File: config.mk
export PLATFORM = sky130hd
export DESIGN_NAME = lmbs_scan
export DESIGN_NICKNAME = d
export VERILOG_FILES = /design/src/design/lmbs_pkg.sv /design/src/design/lmbs_scan.sv
export SDC_FILE = /design/constraint.sdc
export NUM_CORES = 1
export LEC_CHECK = 0
export BUFFER_PORTS_ARGS = -buffer_cell sky130_fd_sc_hd__buf_2
export CAP_MARGIN = 25
export CORE_ASPECT_RATIO = 1.5
export CORE_UTILIZATION = 40
export CTS_BUF_LIST = sky130_fd_sc_hd__clkbuf_16
export CTS_CLUSTER_SIZE = 28
export DETAILED_ROUTE_END_ITERATION = 7
export GPL_TIMING_DRIVEN = 0
export SLEW_MARGIN = 20
export SYNTH_ARGS = -nofsm -noshare
export SYNTH_HDL_FRONTEND = slang
export SYNTH_SLANG_ARGS = --single-unit
File: constraint.sdc
create_clock -name clk -period 4.13 [get_ports clk]
set_input_delay 0.2065 -clock clk [delete_from_list [all_inputs] [get_ports clk]]
set_output_delay 0.2065 -clock clk [all_outputs]
set_load 0.01 [all_outputs]
File: src/design/lmbs_pkg.sv
package lmbs_pkg;

  localparam int NUM_ROWS           = 32;
  localparam int NUM_COLS           = 42;
  localparam int FS_DEPTH           = NUM_ROWS * NUM_COLS;
  localparam int FS_AW              = $clog2(FS_DEPTH);
  localparam int PIXEL_W            = 24;
  localparam int SHIFT_BITS         = 193;
  localparam int BIT_LEVELS_DEFAULT = 8;
  localparam logic [8:0] BASE_PERIOD_RESET = 9'd10;

  localparam logic ACTION_WRITE = 1'b0;
  localparam logic ACTION_TICK  = 1'b1;

  typedef struct packed {
    logic       action;
    logic [4:0] pixel_row;
    logic [5:0] pixel_col;
    logic [7:0] red_level;
    logic [7:0] green_level;
    logic [7:0] blue_level;
  } in_item_t;

  typedef struct packed {
    logic [4:0] row_address;
    logic       output_off;
    logic       latch_open;
    logic       shift_strobe;
    logic       serial_red;
    logic       serial_green;
    logic       serial_blue;
  } out_item_t;

  // What the scan sequencer reports for the tick about to be taken
  typedef struct packed {
    logic [4:0]       row_address;
    logic             shifting;
    logic             use_data;
    logic [2:0]       bit_sel;
    logic [FS_AW-1:0] raddr;
  } scan_info_t;

  // Row-major frame store address: row * 42 + col
  function automatic logic [FS_AW-1:0] fs_addr(input logic [4:0] row, input logic [5:0] col);
    logic [FS_AW-1:0] r;
    r = FS_AW'(row);
    return (r << 5) + (r << 3) + (r << 1) + FS_AW'(col);
  endfunction

endpackage

File: src/design/lmbs_scan.sv
module lmbs_scan import lmbs_pkg::*; #(
  parameter int BIT_LEVELS = BIT_LEVELS_DEFAULT
) (
  input  logic       clk,
  input  logic       rst,
  input  logic       advance,
  input  logic [8:0] base_period,
  output scan_info_t info
);

  localparam logic [2:0] BIT_OFFSET = 3'(8 - BIT_LEVELS);
  localparam logic [3:0] PLANES     = 4'(BIT_LEVELS);

  logic [1:0]  group_index, group_index_next;
  logic [2:0]  line_index, line_index_next;
  logic [2:0]  plane_index, plane_index_next;
  logic        shifting, shifting_next;
  logic [7:0]  shift_position, shift_position_next;
  logic [15:0] dwell_count, dwell_count_next;

  logic [7:0]  pos_inc;
  logic [15:0] dwell_inc;
  logic [15:0] dwell_limit;
  logic [3:0]  plane_inc;

  // Serial position to frame store row and column
  logic [7:0] q8;
  logic [6:0] q;
  logic [6:0] col;
  logic [4:0] row;
  logic       split;
  logic       hit;

  always_comb begin
    row   = 5'd0;
    q8    = 8'd0;
    split = 1'b0;
    hit   = 1'b1;
    col   = 7'd0;
    if (shift_position < 8'd48) begin
      row   = {2'b11, line_index};
      q8    = shift_position;
      split = 1'b1;
    end else if (shift_position >= 8'd51 && shift_position < 8'd93) begin
      row = {2'b10, line_index};
      col = 7'(8'd92 - shift_position);
    end else if (shift_position >= 8'd96 && shift_position < 8'd144) begin
      row   = {2'b01, line_index};
      q8    = shift_position - 8'd96;
      split = 1'b1;
    end else if (shift_position >= 8'd147 && shift_position < 8'd189) begin
      row = {2'b00, line_index};
      col = 7'(8'd188 - shift_position);
    end else begin
      hit = 1'b0;
    end
    q = q8[6:0];
    if (split) begin
      if (q < 7'd13) begin
        col = 7'd12 - q;
      end else if (q >= 7'd16 && q < 7'd32) begin
        col = 7'd44 - q;
      end else if (q >= 7'd35 && q < 7'd48) begin
        col = 7'd76 - q;
      end else begin
        hit = 1'b0;
      end
    end
  end

  always_comb begin
    info.row_address = {group_index, line_index};
    info.shifting    = shifting;
    info.use_data    = shifting & hit;
    info.bit_sel     = BIT_OFFSET + plane_index;
    info.raddr       = fs_addr(row, col[5:0]);
  end

  // Next scan state for one tick
  always_comb begin
    group_index_next    = group_index;
    line_index_next     = line_index;
    plane_index_next    = plane_index;
    shifting_next       = shifting;
    shift_position_next = shift_position;
    dwell_count_next    = dwell_count;

    pos_inc     = shift_position + 8'd1;
    dwell_inc   = dwell_count + 16'd1;
    dwell_limit = {7'd0, base_period} << plane_index;
    plane_inc   = {1'b0, plane_index} + 4'd1;

    if (shifting) begin
      shift_position_next = pos_inc;
      if (pos_inc >= 8'(SHIFT_BITS) || pos_inc == 8'd0) begin
        shifting_next       = 1'b0;
        shift_position_next = 8'd0;
        dwell_count_next    = 16'd0;
      end
    end else begin
      dwell_count_next = dwell_inc;
      if (dwell_inc >= dwell_limit || dwell_inc == 16'd0) begin
        dwell_count_next = 16'd0;
        group_index_next = group_index + 2'd1;
        if (group_index == 2'd3) begin
          plane_index_next = plane_inc[2:0];
          if (plane_inc >= PLANES) begin
            plane_index_next = 3'd0;
            line_index_next  = line_index + 3'd1;
          end
          shifting_next       = 1'b1;
          shift_position_next = 8'd0;
        end
      end
    end
  end

  always_ff @(posedge clk) begin
    if (rst) begin
      group_index    <= 2'd0;
      line_index     <= 3'd0;
      plane_index    <= 3'd0;
      shifting       <= 1'b1;
      shift_position <= 8'd0;
      dwell_count    <= 16'd0;
    end else if (advance) begin
      group_index    <= group_index_next;
      line_index     <= line_index_next;
      plane_index    <= plane_index_next;
      shifting       <= shifting_next;
      shift_position <= shift_position_next;
      dwell_count    <= dwell_count_next;
    end
  end

endmodule

=== After elaboration in Yosys (flattened, before gate mapping) ===
Cells that the tools add are included.

* Register bits: 33
* Bits of input ports: 12
* Output and inout port bits: 21
* Logic and storage cells: 94

* Add/sub/neg operators: 14
* Magnitude comparators: 15
* Equality and inequality tests: 2
* Shift operators: 1
* Muxes and demuxes: 38
* Bitwise logic cells: 2
* Reduce and logical (&&, ||, !) cells: 16

{| class="wikitable"
|+ Operators by type and width
! kind !! count
|-
| $mux 16 || 3
|-
| $mux 6 || 8
|-
| $mux 8 || 4
|-
| $add 11x6->11 || 2
|-
| $mux 7 || 3
|-
| $add 16x1->16 const B || 1
|-
| $ge 16x16->1 || 1
|-
| $ge 8x8->1 const B || 2
|-
| $logic_not 16->1 || 1
|-
| $lt 8x8->1 const B || 2
|-
| $shl 9x3->16 || 1
|-
| $mux 1 || 15
|-
| $lt 7x6->1 const B || 2
|-
| $sub 4x6->6 const A || 2
|-
| $sub 6x6->6 const A || 2
|-
| $add 10x8->11 || 1
|-
| $mux 5 || 2
|-
| $add 8x1->8 const B || 1
|-
| $ge 8x6->1 const B || 1
|-
| $ge 8x7->1 const B || 1
|-
| $logic_not 8->1 || 1
|-
| $lt 8x6->1 const B || 1
|-
| $lt 8x7->1 const B || 1
|-
| $ge 7x5->1 const B || 1
|-
| other kinds (21) || 29
|}

=== Depth between registers and ports, before layout ===
* Depth in word-level cells: 12
* Depth in mapped cells: 23
* Mapped depth without buffers: 22

=== Worst setup path after synthesis ===
No wires, ideal clock.

* Kind: register to output
* Start: reg shift_position[5]
* End: out info[9] (netlist bit)
* Arrival: 4.349 ns
* Data required time: 3.923 ns
* Setup slack: -0.426 ns
* Stages on the path, launching flop included: 24
* Buffers on the path: 1
* Cells stage by stage: dfxtp_1 > clkbuf_1 > nor2b_1 > o21ai_0 > and3_1 > inv_1 > nor2_1 > ha_1 > a41oi_1 > o211ai_1 > and2_0 > nor2_1 > nor2_1 > fa_1 > ha_1 > ha_1 > inv_1 > fa_1 > inv_1 > a21o_1 > a21oi_1 > o21bai_1 > a21oi_1 > xor2_1

{| class="wikitable"
|+ RTL lines
! element !! line !! text
|-
| from (decl) || lmbs_scan.sv:18 || <nowiki>logic [7:0] shift_position, shift_position_next;</nowiki>
|-
| from (signal assigned) || lmbs_scan.sv:131 || <nowiki>shift_position <= shift_position_next;</nowiki>
|-
| to (decl) || lmbs_scan.sv:8 || <nowiki>output scan_info_t info</nowiki>
|}

==> metrics.txt <==
Worst Path Required=3.92 ns; die footprint=10,400 sq um; launch point of the worst hold path=rst; max-slew violations=0; crit path capture type=output port; Netlist cell types=74; synthesis warning total=0; Die X-Extent=83.8 um; most frequent cells in the layout=59 x nand2_1, 39 x buf_2, 36 x nor2_1; antenna violations before repair=0; Die H=125 um; pwr dens=157 nW/um^2; worst hold margin=0.397 ns; gr ovfl total=0; port bufs=31; first-pass GRT wire length=18,800 um; Worst Hold Depth=3; final instance area=4840 sq um; top_reg_cell synth=dfxtp_1; cells after synthesis=540; Critical Path End=info[9]; vias=4,114; Min Clock Period, post-route=4.54 ns; Overall Power=0.000760 W; top-level I/O count=33; RSZ-0062 raised after global routing=yes; fmax=220 MHz; post-route setup slack=-0.406 ns; vias in the first global route=3,900; peak supply drop=0.000166 V; Final ANT Viol Nets=0; area occupied by multi-input gates=3240 sq um; r2r setup slk=0.27 ns; Starting Density=41.4%; Fin Clk Skew=0.00586 ns; ys async rst share=0%; Synthesized Nets=599; Finished Layout Cells=713; largest net degree at the start of global routing=14; max cap viols=0; Worst-path clk slew=0.05 ns; worst skew pair latency=0.28 ns; Leak=1.99 nW; number of synthesized flops with an enable pin=0; Worst R2R Path Depth=14; vias per inst=5.77; Avg Cell Area, Syn=7.43 sq um; row cnt=44; dpl hpwl=8580 um; outcome=finished, violations left; Setup Viol. Count Final=5; sequential element share of the synthesized area=16.5%; CP Launch Point=shift_position[5]$_SDFFE_PP0P_; HP Class=in -> reg; worst reg2reg path endpoint=dwell_count[11]$_SDFFE_PP0P_; DR pass1 iterations=4; Antenna Cells=0; RD Place Congestion=0.882; CP Launch Type=register; final core occ=49.9%; Yosys reg bits=33; Placement Cell Area=4350 sq um; Worst Path Arrival=4.33 ns; FF/Latch Area=668 sq um; failing checks=negative setup slack; CTS tree=built; most common cell after layout, fill and taps aside=nand2_1; H-tree Lvls=2; share of cells above drive strength 1=24.6%; Iter 0 DRT Violations=166; Cell Area, Synth=4010 sq um; Core Region=9690 sq um; Slew HR=60.6%; clk sink count=33; Least-Margin Pin Slew=0.590 ns; drt wl/cell=15.7 um; total CTS buffers=5; Root Buffer=clkbuf_16; CTS max path bufs=2; crit path kind=reg -> out; final period utilization=110%; crit-path max FO=4; nets=657; Fin. Hold Viols=0; area delta synth->final=20.6%; Layout fillers=955; drt drc=0; total wire length=11,200 um; hold_buf cts=0; placed cell count=686; gr usage total=21.9%; reg-to-reg startpoint=dwell_count[0]$_SDFFE_PP0P_
cell families after synthesis:
logic type	synth area share, %
AND/OR/NAND/NOR	26.7
AO/OA/AOI/OAI	22.5
buffers and inverters	7.39
adder cells (fa/ha/maj)	15.6
flip-flops	16.5
multiplexers	6.74
XOR/XNOR	4.59
power by group:
part	switching, W	total, W	internal (W)
Clock	0.000139	0.000355	0.000216
Combinational	0.0000489	0.0000823	0.0000334
Sequential	0.00000300	0.000323	0.000320
cell usage after synthesis (3+ instances only):
| library cell | instances | share of area (%) |
|---|---|---|
| a21o_1 | 4 | 0.75 |
| or3_1 | 3 | 0.47 |
| nand4b_1 | 3 | 0.66 |
| clkbuf_1 | 22 | 2.1 |
| nand4_1 | 11 | 1.7 |
| a21oi_1 | 37 | 4.6 |
| nand3b_1 | 3 | 0.56 |
| buf_2 | 9 | 1.1 |
| xor2_1 | 5 | 1.1 |
| a31oi_1 | 8 | 1.2 |
| inv_1 | 31 | 2.9 |
| dfxtp_1 | 33 | 16 |
| a211oi_1 | 6 | 1.1 |
| a41oi_1 | 3 | 0.66 |
| mux2_2 | 5 | 1.4 |
| nand2b_1 | 8 | 1.2 |
| mux2_1 | 3 | 0.84 |
| nand2_1 | 60 | 5.6 |
| nor4_1 | 3 | 0.47 |
| mux2i_1 | 18 | 4.5 |
| o21ai_0 | 34 | 4.2 |
| xnor2_1 | 16 | 3.5 |
| o211ai_1 | 3 | 0.56 |
| o21a_1 | 3 | 0.56 |
| o31ai_1 | 5 | 0.94 |
| nand3_1 | 20 | 2.5 |
| and3_1 | 16 | 2.5 |
| buf_4 | 3 | 0.56 |
| nor2_1 | 41 | 3.8 |
| nor2b_1 | 6 | 0.94 |
| fa_1 | 5 | 2.5 |
| nor3_1 | 16 | 2.0 |
| or2_2 | 3 | 0.47 |
| ha_1 | 42 | 13 |
worst max-delay path: stages, from the launching register on:
cell and delay, ns:
dfxtp_4 0.35, clkbuf_8 0.13, nor2b_4 0.12, o21ai_2 0.12
and3_4 0.25, inv_6 0.04, nor2_4 0.10, ha_4 0.14
a41oi_2 0.04, o211ai_1 0.23, and2_4 0.21, buf_6 0.10
nor2_4 0.03, nor2_4 0.09, fa_1 0.42, ha_1 0.29
ha_2 0.18, inv_2 0.04, fa_2 0.40, inv_2 0.05
a21o_1 0.11, a21oi_2 0.06, o21bai_1 0.17, a21oi_2 0.08
xor2_1 0.14, buf_2 0.14
area by class of cell:
| class | count | share of cell area (%) |
|---|---|---|
| multi-input cells | 438 | 66.9 |
| flip-flops and latches | 33 | 13.8 |
| inverters | 32 | 2.61 |
| plain buffers | 35 | 4.24 |
| clock buffers | 5 | 2.59 |
| clock inverters | 2 | 0.155 |
| repair buffers | 53 | 6.70 |
| well taps | 115 | 2.97 |
timing repair:
item,in CTS,in global routing
buffers inserted,17,5
gates resized for setup,45,15
setup endpoints to repair,22,23
pin swaps,34,15
cloned,0,0
metrics by stage:
stage	setup TNS (ns)	setup slack, ns
floorplan	-0.00496	-0.00496
global placement	-3.64	-0.614
detailed placement	-4.43	-0.632
CTS	-1.76	-0.499
global route	-3.03	-0.647
finish	-1.57	-0.406
per-layer routing:
metal  routed length, um  vias up  part of all wire (%)  GRT usage [%]
li1                    -     2061                     -              -
met1                4510     1933                    40           24.7
met2                5920       89                    53           40.6
met3                 295       31                   2.6           2.45
met4                 457        0                   4.1           9.47
met5                   0        -                     0              0
flip-flops by register name (all words and copies together) (netlist names):
register,cells
dwell_count,16
group_index,2
line_index,3
plane_index,3
shift_position,8
shifting,1
worst min path at each step:
stage | endpoint | slack, ns
floorplan | dwell_count[10]$_SDFFE_PP0P_ | 0.45
global placement | group_index[1]$_SDFFE_PP0P_ | 0.46
detailed placement | dwell_count[13]$_SDFFE_PP0P_ | 0.48
CTS | dwell_count[10]$_SDFFE_PP0P_ | 0.40
global route | dwell_count[9]$_SDFFE_PP0P_ | 0.44
finish | line_index[0]$_SDFFE_PP0P_ | 0.40
(Power assumes the default switching activity.)
